[config.mk]
export PLATFORM = sky130hd
export DESIGN_NAME = wavetable_sound_generator
export DESIGN_NICKNAME = d
export VERILOG_FILES = /design/src/design/wsg_pkg.sv /design/src/design/wsg_ram.sv /design/src/design/wavetable_sound_generator.sv
export SDC_FILE = /design/constraint.sdc
export NUM_CORES = 2
export LEC_CHECK = 0
export ABC_CLOCK_PERIOD_IN_PS = 19800
export BUFFER_PORTS_ARGS = -buffer_cell sky130_fd_sc_hd__buf_2
export CAP_MARGIN = 20
export CORE_MARGIN = 4
export CORE_UTILIZATION = 35
export DETAILED_ROUTE_END_ITERATION = 8
export GPL_TIMING_DRIVEN = 0
export SLEW_MARGIN = 40
export SYNTH_ARGS = -nofsm -noshare
export SYNTH_HDL_FRONTEND = slang
export SYNTH_HIERARCHICAL = 1
export SYNTH_SLANG_ARGS = --single-unit
[constraint.sdc]
create_clock -name clk -period 19.8 [get_ports clk]
set_clock_uncertainty 0.15 [all_clocks]
set_input_delay 1.98 -clock clk [delete_from_list [all_inputs] [get_ports clk]]
set_output_delay 1.98 -clock clk [all_outputs]
set_load 0.01 [all_outputs]
[src/design/wsg_pkg.sv]
package wsg_pkg;

  localparam int OP_W = 2;
  localparam int ADDR_W = 8;
  localparam int DATA_W = 8;
  localparam int SAMPLE_W = 15;

  localparam int CHANNELS = 5;
  localparam int WAVE_LEN = 32;
  localparam int PHASE_FRAC_BITS = 16;
  localparam int RAM_BYTES = 256;
  localparam int WAVE_BYTES = CHANNELS * WAVE_LEN;
  localparam int REG_COUNT = 16;

  localparam logic [ADDR_W-1:0] NORMAL_REG_BASE = 8'h80;
  localparam logic [ADDR_W-1:0] PLUS_REG_BASE = 8'hA0;
  localparam int VOL_REG_BASE = 10;
  localparam int MIRROR_SRC = 3;
  localparam int MIRROR_DST = 4;

  localparam int CH_W = $clog2(CHANNELS);
  localparam int IDX_W = $clog2(WAVE_LEN);
  localparam int WAVE_AW = $clog2(WAVE_BYTES);
  localparam int RB_AW = $clog2(RAM_BYTES);
  localparam int REG_AW = $clog2(REG_COUNT);

  // phase is 13.frac, wrapping at 8192
  localparam int PHASE_INT_BITS = 13;
  localparam int PHASE_W = PHASE_INT_BITS + PHASE_FRAC_BITS;

  // increment = floor(INC_K / (period + 1))
  localparam longint unsigned CLOCK_X32 = 64'd111860 * 64'd32;
  localparam longint unsigned TICK_RATE = 64'd44100;
  localparam longint unsigned INC_K = (CLOCK_X32 << PHASE_FRAC_BITS) / TICK_RATE;
  localparam int PER_W = 12;
  localparam int DVS_W = PER_W + 1;
  localparam int QUO_W = $clog2(INC_K + 64'd1);
  localparam int DIV_STEPS = 4;
  localparam int DIV_ITER = (QUO_W + DIV_STEPS - 1) / DIV_STEPS;
  localparam int DIV_W = DIV_ITER * DIV_STEPS;
  localparam int DIV_CW = $clog2(DIV_ITER);

  localparam int VOL_W = 4;
  localparam int PROD_W = DATA_W + VOL_W + 1;
  localparam int SUM_W = 15;
  localparam int MIX_GAIN = 173;
  localparam int MIX_SHIFT = 7;
  localparam int MIX_BIAS = (1 << MIX_SHIFT) - 1;
  localparam int SCL_W = SUM_W + 8;
  localparam int SAMPLE_MAX = (128 * 15 * CHANNELS * MIX_GAIN) >> MIX_SHIFT;

  typedef enum logic [OP_W-1:0] {
    OP_WRITE = 2'd0,
    OP_READ  = 2'd1,
    OP_TICK  = 2'd2
  } op_t;

  typedef enum logic [3:0] {
    S_CLEAR,
    S_IDLE,
    S_MIRROR,
    S_RDWAIT,
    S_DIV,
    S_PHASE,
    S_ACC,
    S_SCALE,
    S_ROUND,
    S_DONE
  } st_t;

endpackage

[src/design/wsg_ram.sv]
module wsg_ram #(
  parameter int WIDTH = 8,
  parameter int DEPTH = 256
) (
  input  logic                     clk,
  input  logic                     wr_en,
  input  logic [$clog2(DEPTH)-1:0] wr_addr,
  input  logic [WIDTH-1:0]         wr_data,
  input  logic                     rd_en,
  input  logic [$clog2(DEPTH)-1:0] rd_addr,
  output logic [WIDTH-1:0]         rd_data
);

  logic [WIDTH-1:0] mem [DEPTH];

  always_ff @(posedge clk) begin
    if (wr_en) begin
      mem[wr_addr] <= wr_data;
    end
    if (rd_en) begin
      rd_data <= mem[rd_addr];
    end
  end

endmodule

[src/design/wavetable_sound_generator.sv]
// one item at a time: the next item is accepted only once the result is loaded
// a tick runs the shared 4-bit-per-cycle period divider once per channel
// synchronous active-low reset clears control, phases and sound registers, then a
// clearing pass zeroes both memories while in_ready is held low
module wavetable_sound_generator (
  input  logic                                clk,
  input  logic                                rst_n,
  input  logic                                in_valid,
  output logic                                in_ready,
  input  logic [wsg_pkg::OP_W-1:0]            in_opcode,
  input  logic [wsg_pkg::ADDR_W-1:0]          in_address,
  input  logic [wsg_pkg::DATA_W-1:0]          in_write_data,
  input  logic                                in_plus_layout,
  output logic                                out_valid,
  input  logic                                out_ready,
  output logic [wsg_pkg::DATA_W-1:0]          out_read_data,
  output logic signed [wsg_pkg::SAMPLE_W-1:0] out_sample_out
);
  import wsg_pkg::*;

  st_t st_r, st_nxt;
  logic [CH_W-1:0] ch_r, ch_nxt;
  logic [DIV_CW-1:0] cnt_r, cnt_nxt;
  logic [DVS_W-1:0] rem_r, rem_nxt;
  logic [DIV_W-1:0] quo_r, quo_nxt;
  logic signed [SUM_W-1:0] sum_r, sum_nxt;
  logic signed [SCL_W-1:0] scaled_r, scaled_nxt;
  logic [DATA_W-1:0] res_rd_r, res_rd_nxt;
  logic [SAMPLE_W-1:0] res_smp_r, res_smp_nxt;
  logic [IDX_W-1:0] mir_idx_r, mir_idx_nxt;
  logic [DATA_W-1:0] mir_data_r, mir_data_nxt;
  logic out_valid_r, out_valid_nxt;
  logic [DATA_W-1:0] out_rd_r, out_rd_nxt;
  logic [SAMPLE_W-1:0] out_smp_r, out_smp_nxt;
  logic [RB_AW-1:0] clr_r, clr_nxt;

  logic [PHASE_W-1:0] phase_r [CHANNELS];
  logic [DATA_W-1:0] regs_r [REG_COUNT];

  logic in_acc;
  logic wave_we, wave_re;
  logic [WAVE_AW-1:0] wave_waddr, wave_raddr;
  logic [DATA_W-1:0] wave_wdata, wave_rdata;
  logic rb_we, rb_re;
  logic [RB_AW-1:0] rb_addr;
  logic [DATA_W-1:0] rb_wdata, rb_rdata;
  logic reg_we;
  logic [REG_AW-1:0] reg_widx;
  logic phase_we;
  logic [PHASE_W-1:0] phase_new;

  logic [DVS_W-1:0] dvs;
  logic [DVS_W-1:0] step_rem;
  logic [DIV_W-1:0] step_quo;
  logic [DVS_W:0] trial;
  logic [VOL_W-1:0] vol;
  logic [DATA_W-1:0] smp;
  logic signed [PROD_W-1:0] prod;
  logic signed [SCL_W-1:0] adj;
  logic is_wave, is_reg, is_mirror;

  wsg_ram #(.WIDTH(DATA_W), .DEPTH(WAVE_BYTES)) u_wave_ram (
    .clk     (clk),
    .wr_en   (wave_we),
    .wr_addr (wave_waddr),
    .wr_data (wave_wdata),
    .rd_en   (wave_re),
    .rd_addr (wave_raddr),
    .rd_data (wave_rdata)
  );

  wsg_ram #(.WIDTH(DATA_W), .DEPTH(RAM_BYTES)) u_rb_ram (
    .clk     (clk),
    .wr_en   (rb_we),
    .wr_addr (rb_addr),
    .wr_data (rb_wdata),
    .rd_en   (rb_re),
    .rd_addr (rb_addr),
    .rd_data (rb_rdata)
  );

  assign in_ready       = (st_r == S_IDLE);
  assign in_acc         = in_valid && in_ready;
  assign out_valid      = out_valid_r;
  assign out_read_data  = out_rd_r;
  assign out_sample_out = out_smp_r;

  // address decode for both layouts
  always_comb begin
    if (in_plus_layout) begin
      is_wave = (in_address < PLUS_REG_BASE);
      is_reg  = (in_address >= PLUS_REG_BASE) &&
                (in_address < PLUS_REG_BASE + ADDR_W'(REG_COUNT));
      reg_widx = REG_AW'(in_address - PLUS_REG_BASE);
    end else begin
      is_wave = (in_address < NORMAL_REG_BASE);
      is_reg  = (in_address >= NORMAL_REG_BASE) &&
                (in_address < NORMAL_REG_BASE + ADDR_W'(REG_COUNT));
      reg_widx = REG_AW'(in_address - NORMAL_REG_BASE);
    end
    is_mirror = !in_plus_layout && is_wave &&
                (in_address[ADDR_W-1:IDX_W] == (ADDR_W-IDX_W)'(MIRROR_SRC));
  end

  // channel parameters from the sound registers
  assign dvs = DVS_W'({regs_r[{ch_r, 1'b1}][PER_W-DATA_W-1:0], regs_r[{ch_r, 1'b0}]}) +
               DVS_W'(1);
  assign vol = regs_r[REG_AW'(VOL_REG_BASE) + REG_AW'(ch_r)][VOL_W-1:0];

  // restoring divider, DIV_STEPS quotient bits per cycle
  always_comb begin
    step_rem = rem_r;
    step_quo = quo_r;
    trial    = '0;
    for (int k = 0; k < DIV_STEPS; k++) begin
      trial    = {step_rem, step_quo[DIV_W-1]};
      step_quo = {step_quo[DIV_W-2:0], 1'b0};
      if (trial >= {1'b0, dvs}) begin
        trial       = trial - {1'b0, dvs};
        step_quo[0] = 1'b1;
      end
      step_rem = trial[DVS_W-1:0];
    end
  end

  assign phase_new = phase_r[ch_r] + PHASE_W'(quo_r);
  assign smp       = wave_rdata;
  assign prod      = $signed(smp) * $signed({1'b0, vol});
  assign adj       = scaled_r + (scaled_r[SCL_W-1] ? SCL_W'(MIX_BIAS) : SCL_W'(0));

  always_comb begin
    st_nxt        = st_r;
    ch_nxt        = ch_r;
    cnt_nxt       = cnt_r;
    rem_nxt       = rem_r;
    quo_nxt       = quo_r;
    sum_nxt       = sum_r;
    scaled_nxt    = scaled_r;
    res_rd_nxt    = res_rd_r;
    res_smp_nxt   = res_smp_r;
    mir_idx_nxt   = mir_idx_r;
    mir_data_nxt  = mir_data_r;
    out_valid_nxt = out_valid_r;
    out_rd_nxt    = out_rd_r;
    out_smp_nxt   = out_smp_r;
    clr_nxt       = clr_r;
    wave_we       = 1'b0;
    wave_waddr    = WAVE_AW'(in_address);
    wave_wdata    = in_write_data;
    wave_re       = 1'b0;
    wave_raddr    = WAVE_AW'({ch_r, phase_new[PHASE_FRAC_BITS +: IDX_W]});
    rb_we         = 1'b0;
    rb_re         = 1'b0;
    rb_addr       = RB_AW'(in_address);
    rb_wdata      = in_write_data;
    reg_we        = 1'b0;
    phase_we      = 1'b0;

    if (out_valid_r && out_ready) begin
      out_valid_nxt = 1'b0;
    end

    case (st_r)
      S_CLEAR: begin
        // zero both memories once after reset
        rb_we      = 1'b1;
        rb_addr    = clr_r;
        rb_wdata   = '0;
        wave_we    = (clr_r < RB_AW'(WAVE_BYTES));
        wave_waddr = WAVE_AW'(clr_r);
        wave_wdata = '0;
        clr_nxt    = clr_r + RB_AW'(1);
        if (clr_r == RB_AW'(RAM_BYTES - 1)) begin
          st_nxt = S_IDLE;
        end
      end
      S_IDLE: begin
        if (in_acc) begin
          res_rd_nxt  = '0;
          res_smp_nxt = '0;
          st_nxt      = S_DONE;
          case (op_t'(in_opcode))
            OP_WRITE: begin
              rb_we        = 1'b1;
              wave_we      = is_wave;
              reg_we       = is_reg;
              mir_idx_nxt  = in_address[IDX_W-1:0];
              mir_data_nxt = in_write_data;
              if (is_mirror) begin
                st_nxt = S_MIRROR;
              end
            end
            OP_READ: begin
              rb_re  = 1'b1;
              st_nxt = S_RDWAIT;
            end
            OP_TICK: begin
              ch_nxt  = '0;
              sum_nxt = '0;
              cnt_nxt = '0;
              rem_nxt = '0;
              quo_nxt = DIV_W'(INC_K);
              st_nxt  = S_DIV;
            end
            default: begin
              st_nxt = S_DONE;
            end
          endcase
        end
      end
      S_MIRROR: begin
        // channel 3 wave is copied into channel 4
        wave_we    = 1'b1;
        wave_waddr = WAVE_AW'(MIRROR_DST * WAVE_LEN) + WAVE_AW'(mir_idx_r);
        wave_wdata = mir_data_r;
        st_nxt     = S_DONE;
      end
      S_RDWAIT: begin
        res_rd_nxt = rb_rdata;
        st_nxt     = S_DONE;
      end
      S_DIV: begin
        rem_nxt = step_rem;
        quo_nxt = step_quo;
        cnt_nxt = cnt_r + DIV_CW'(1);
        if (cnt_r == DIV_CW'(DIV_ITER - 1)) begin
          st_nxt = S_PHASE;
        end
      end
      S_PHASE: begin
        phase_we = 1'b1;
        wave_re  = 1'b1;
        st_nxt   = S_ACC;
      end
      S_ACC: begin
        sum_nxt = sum_r + SUM_W'(prod);
        if (ch_r == CH_W'(CHANNELS - 1)) begin
          st_nxt = S_SCALE;
        end else begin
          ch_nxt  = ch_r + CH_W'(1);
          cnt_nxt = '0;
          rem_nxt = '0;
          quo_nxt = DIV_W'(INC_K);
          st_nxt  = S_DIV;
        end
      end
      S_SCALE: begin
        scaled_nxt = SCL_W'(sum_r) * SCL_W'(MIX_GAIN);
        st_nxt     = S_ROUND;
      end
      S_ROUND: begin
        // divide by 128 truncating toward zero
        res_smp_nxt = adj[MIX_SHIFT +: SAMPLE_W];
        st_nxt      = S_DONE;
      end
      S_DONE: begin
        if (!out_valid_r || out_ready) begin
          out_valid_nxt = 1'b1;
          out_rd_nxt    = res_rd_r;
          out_smp_nxt   = res_smp_r;
          st_nxt        = S_IDLE;
        end
      end
      default: begin
        st_nxt = S_IDLE;
      end
    endcase
  end

  always_ff @(posedge clk) begin
    if (!rst_n) begin
      st_r        <= S_CLEAR;
      out_valid_r <= 1'b0;
      ch_r        <= '0;
      cnt_r       <= '0;
      clr_r       <= '0;
      for (int i = 0; i < CHANNELS; i++) begin
        phase_r[i] <= '0;
      end
      for (int i = 0; i < REG_COUNT; i++) begin
        regs_r[i] <= '0;
      end
    end else begin
      st_r        <= st_nxt;
      out_valid_r <= out_valid_nxt;
      ch_r        <= ch_nxt;
      cnt_r       <= cnt_nxt;
      clr_r       <= clr_nxt;
      if (phase_we) begin
        phase_r[ch_r] <= phase_new;
      end
      if (reg_we) begin
        regs_r[reg_widx] <= in_write_data;
      end
    end
  end

  always_ff @(posedge clk) begin
    rem_r      <= rem_nxt;
    quo_r      <= quo_nxt;
    sum_r      <= sum_nxt;
    scaled_r   <= scaled_nxt;
    res_rd_r   <= res_rd_nxt;
    res_smp_r  <= res_smp_nxt;
    mir_idx_r  <= mir_idx_nxt;
    mir_data_r <= mir_data_nxt;
    out_rd_r   <= out_rd_nxt;
    out_smp_r  <= out_smp_nxt;
  end

  a_done_loads: assert property (@(posedge clk) disable iff (!rst_n)
    (st_r == S_DONE && (!out_valid_r || out_ready)) |=> out_valid)
    else $error("finished result not loaded into output register");

  a_rem_below_dvs: assert property (@(posedge clk) disable iff (!rst_n)
    (st_r == S_DIV) |-> (rem_r < dvs))
    else $error("divider remainder not below divisor");

  a_one_field: assert property (@(posedge clk) disable iff (!rst_n)
    out_valid |-> (out_read_data == '0 || out_sample_out == '0))
    else $error("read data and sample both nonzero in one beat");

  a_sample_range: assert property (@(posedge clk) disable iff (!rst_n)
    out_valid |-> (out_sample_out >= -SAMPLE_MAX && out_sample_out <= SAMPLE_MAX))
    else $error("mixed sample out of range");

endmodule

# --- Word level (Yosys, flattened, before mapping) ---
# Memory sizes are Yosys's and may differ from the RTL's. A register that Yosys moved wholly into a read port is not among the register bits.
# Index checks and enable logic that the tools add are counted.
op_classes:
  eq_ne: 21
  multipliers: 2
  mux: 84
  order_cmp: 11
  n_reduce_logical: 26
  addsub: 15
ops:
  columns: ["cell", "n"]
  rows:
  - ["2-to-1 mux 13 bit", 7]
  - ["2-to-1 mux 24 bit", 3]
  - ["case mux 24 bit (3 select lines)", 1]
  - ["case mux 15 bit (2 select lines)", 2]
  - ["greater-or-equal comparator 14 x 13 -> 1 bit", 4]
  - ["subtractor 13 bit", 4]
  - ["case mux 8 bit (2 select lines)", 3]
  - ["2-to-1 mux 15 bit", 3]
  - ["2-to-1 mux 4 bit", 11]
  - ["less-than comparator 8 bit (second input constant)", 5]
  - ["case mux 13 bit (3 select lines)", 1]
  - ["2-to-1 mux 1 bit", 33]
  - ["2-to-1 mux 8 bit", 4]
  - ["case mux 4 bit (8 select lines)", 1]
  - ["adder 29 x 24 -> 29 bit", 1]
  - ["2-to-1 mux 29 bit", 1]
  - ["OR reduction 29 bit", 1]
  - ["multiplier 15 x 9 -> 23 bit (second input constant)", 1]
  - ["adder 22 x 8 -> 22 bit", 1]
  - ["2-to-1 mux 3 bit", 7]
  - ["== test 4 x 3 -> 1 bit (second input constant)", 4]
  - ["greater-or-equal comparator 8 bit (second input constant)", 2]
  - ["adder 15 x 13 -> 15 bit", 1]
  - ["adder 12 x 1 -> 13 bit (second input constant)", 1]
  - ["other kinds (35)", 57]
word_totals:
  word_cells: 178
  n_memories: 4
  ff_bits: 153
  input_bits: 23
  mem_bits_rw: 3601
memory_table:
  columns: ["memory", "depth", "word_bits", "read_ports", "rd_ports_with_merged_regs", "wr", "line_no", "source"]
  rows:
  - ["u_rb_ram.mem", 256, 8, 1, 1, 1, "wsg_ram.sv:14", "logic [WIDTH-1:0] mem [DEPTH];"]
  - ["u_wave_ram.mem", 160, 8, 1, 1, 1, "wsg_ram.sv:14", null]
  - ["phase_r", 5, 29, 1, 1, 5, "wavetable_sound_generator.sv:37", "logic [PHASE_W-1:0] phase_r [CHANNELS];"]
  - ["regs_r", 16, 8, 3, 2, 16, "wavetable_sound_generator.sv:38", "logic [DATA_W-1:0] regs_r [REG_COUNT];"]

# --- Longest topological paths before layout ---
logic_depth:
  ltp_word: 11
  mapped_depth: 67
  ltp_nobuf: 61

# --- By module ---
# The synthesis kept the hierarchy.
by_module_without_submodules:
  columns: ["mod", "instances", "area_each_um2", "cells_per_inst"]
  rows:
  - ["wsg_ram (u_rb_ram)", 1, 79636.4, 3733]
  - ["wsg_ram (u_wave_ram)", 1, 50462.1, 2489]
  - ["wavetable_sound_generator", 1, 26499.2, 2191]

# --- Least setup slack after synthesis ---
# Ideal clock, no wire load.
synth_timing:
  path_type: "register to register"
  startpoint: "register (tool-made name)"
  endpoint: "register rem_r[8], data pin"
  slack_ns: 7.436
  t_required_ns: 19.395
  setup_ns: 0.255
  path_stages_with_launch: 66
  t_arrival_ns: 11.959
  path_cell_list: "dfxtp_1 buf_6 mux4_2 mux2i_4 inv_1 ha_1 and3_1 nand2_1 xor2_1 ha_1 o21ai_1 a21oi_1 o311ai_1 a2111oi_4 a211oi_1 o311ai_2 nand2_2 nand2_1 [... 30 more ...] clkbuf_1 nand2_1 o21ai_0 fa_1 nor2b_1 o21ai_0 nand2b_1 a21o_1 a21o_1 a21o_1 a21o_1 a31oi_1 a2111oi_1 o21ai_4 a31oi_4 buf_6 a21oi_1 a31o_1"
synth_lines:
  columns: ["item", "line_no", "source"]
  rows:
  - ["end signal, assigned", "wavetable_sound_generator.sv:299", "rem_r <= rem_nxt;"]
  - ["end, declared", "wavetable_sound_generator.sv:24", "logic [DVS_W-1:0] rem_r, rem_nxt;"]

==> metrics.txt <==
status=completed; Clock power frac=33.9%; Reg2Reg Depth=65; post-CTS resize count=0; H-tree depth=5; total power=20.8 mW; grt total ovfl=0; most frequent cells in the layout=edfxtp_1 (3742), mux4_2 (753), nor2_1 (452); antenna violations before repair=31; Psw=6.10 mW; ys flop type=edfxtp_1; Internal=14.7 mW; Post-synth EDFFs=3742; Critical Path RT=20340 ps; synth top area cells=edfxtp_1 (72%), mux4_2 (11%), mux2i_1 (2.0%); Sequential Power Share=43.7%; Power Density=115 nW/um^2; per-cell routed wire length=30.7 um; Leak Pwr=58.3 nW; Synthesized Nets=8676; share of the synthesized area in the top cell type=71.8%; Hold Slack=267 ps; clk sinks=3764; Mapped Cells=8413; CTS clk-pin slew, worst paths=60 ps; Crit. End Element=flip-flop; drt initial violations=11800; Root Buffer=clkbuf_16; Routed WL=468000 um; antenna viol nets, final=0; Setup TNS=0 ps; Tmin final=15480 ps; gr usage total=19.8%; fin cells=15200; Cell variety after synth=116; Die H=677 um; # setup viols final=0; pin count of the biggest net entering global routing=61; fin. max-slew vios=0; placement row count=245; Die W=677 um; GPL Wtd Cong=0.957; Slew @ Worst Pin=1160 ps; TritonCTS Buffers=376; post-DR vias/cell=5.69; clk buf depth=4; FF-to-FF End=rem_r[8]$_SDFFCE_PN0P_; Syn Area/Cell=18.6 um^2; YS warnings=6; Most common cell on crit path=a21oi_1; CTS tree=done; worst hold path cell count=0; Sw Ratio=29.4%; Hold EP=out_sample_out[14]$_DFFE_PP_; reg-to-reg slack, setup=4320 ps; ratio of cells with drive above 1 in the final layout=24.0%; drc violations=0; Worst Hold Class=flip-flop to flip-flop; commonest non-fill, non-tap cell in the layout=edfxtp_1; CP max stage cell=o311ai_2; vias in the first global route=86200; Post-synth ARST share=0%; startpoint class of the critical path=flip-flop; CP arrival=16020 ps; core area=445000 um^2; initial core utilization=35.2%; DIE AREA=458000 um^2; unrepaired setup endpoints after global routing=no; Seq cells post-synth=3764; Combinational Power Share=22.4%; DR vias=86800; max cap viols=0; final net count=9259; Fmax achieved=64.6 MHz; top cell type by total area after synthesis=edfxtp_1; Rel. slew slack=21.9%; I/O pin count=48; first-pass GRT wire length=653000 um; CP max stage delay=620 ps; Hold Startpoint=res_smp_r[14]$_SDFFCE_PN0P_; IO buf count=46; Clock Latency Late Sink=970 ps; mapped cell area=157000 um^2; Area growth syn-to-layout=15.3%; sequential area share after synthesis=72.0%; worst-path maximum fanout=10; Fin. Hold Viols=0; dpl hpwl=332000 um; postcts setup bufs=0; total iterations of the first detailed-routing run=8; hold buffers post-CTS=0; final core occ=40.5%; placed cell count=14500; worst vdd ir=0.0854 mV; fin crit share=78.2%; WS Path Type=flip-flop to flip-flop
[how the worst max path moves through the flow]
stage               cells past startpoint  slack [ps]                             to        startpoint
finish                                 65        4320         rem_r[8]$_SDFFCE_PN0P_         flip-flop
global route                           65        3420         rem_r[8]$_SDFFCE_PN0P_         flip-flop
floorplan                              65        7440         rem_r[8]$_SDFFCE_PN0P_         flip-flop
CTS                                    65        4510        rem_r[11]$_SDFFCE_PN0P_         flip-flop
global placement                        2        1160  u_rb_ram/mem[46][2]$_DFFE_PP_  in_write_data[2]
detailed placement                     65        4630         rem_r[3]$_SDFFCE_PN0P_         flip-flop
[logic make-up after synthesis]
kind of cell	Yosys count	share of synthesized area, %
AO/OA/AOI/OAI	915	4.07
XOR/XNOR	116	0.692
adder cells (fa/ha/maj)	242	2.30
buffers and inverters	651	2.23
flip-flops	3764	72.0
multiplexers	1181	14.0
AND/OR/NAND/NOR	1544	4.71
[cell type report]
cell class | count | area, um^2
tap | 5928 | 7420
clock inverter | 230 | 2200
fill | 39200 | 265000
buffer | 453 | 2860
clock buffer | 462 | 9880
inverter | 198 | 746
sequential | 3764 | 113000
multi-input combinational | 3998 | 41400
timing repair buffer | 205 | 3250
antenna | 10 | 25.0
[Yosys cell counts (114+ instances only)]
cell	number
inv_1	195
mux4_2	753
a21oi_1	214
and2_1	175
edfxtp_1	3742
nand3_1	114
mux2i_1	309
nor2_1	678
ha_1	164
nand2_1	203
clkbuf_1	229
a22oi_1	160
[power by group through the flow]
stage | clock network (mW) | registers [mW] | logic (mW)
after floorplan | 0 | 9.31 | 2.53
final | 7.04 | 9.08 | 4.65
after detailed placement | 0 | 9.25 | 4.55
after global placement | 0 | 9.41 | 4.24
after global routing | 7.49 | 9.08 | 4.75
after CTS | 7.15 | 9.08 | 4.56
[registers in the layout (all words and copies together) (netlist names), named ones only]
name	count
u_rb_ram/mem	2048
u_wave_ram/mem	1280
phase_r	168
regs_r	96
quo_r	24
scaled_r	23
out_sample_out	15
res_smp_r	15
sum_r	15
rem_r	13
clr_r	8
mir_data_r	8
out_read_data	8
res_rd_r	8
u_rb_ram/rd_data	8
u_wave_ram/rd_data	8
mir_idx_r	5
st_r	4
ch_r	3
cnt_r	3
out_valid	1
[worst max-delay path, delay by kind of cell (launching register included)]
family / cells / cell delay (ps)
muxes: 3 / 1380
DFF: 1 / 390
adders and majority gates: 5 / 1890
xor gates and xnor gates: 1 / 600
AOI/OAI and AO/OA: 39 / 7500
and+or+nand+nor: 10 / 1620
buffers and inverters: 7 / 1640
[stage by stage]
stage,cell area [um^2],setup WS (ps)
floorplan,157000,7440
global placement,164000,1160
detailed placement,168000,4630
CTS,180000,4510
global route,181000,3420
finish,181000,4320
[metal layers]
metal | track usage [%] | vias to the layer above | share of wire [%]
met2 | 31.5 | 5026 | 47
met3 | 4.56 | 980 | 10
met4 | 8.72 | 12 | 4.9
met5 | 0 | - | 0.026
li1 | - | 35100 | -
met1 | 26.1 | 45600 | 38
Note: power is estimated with default switching activity, not from simulation.
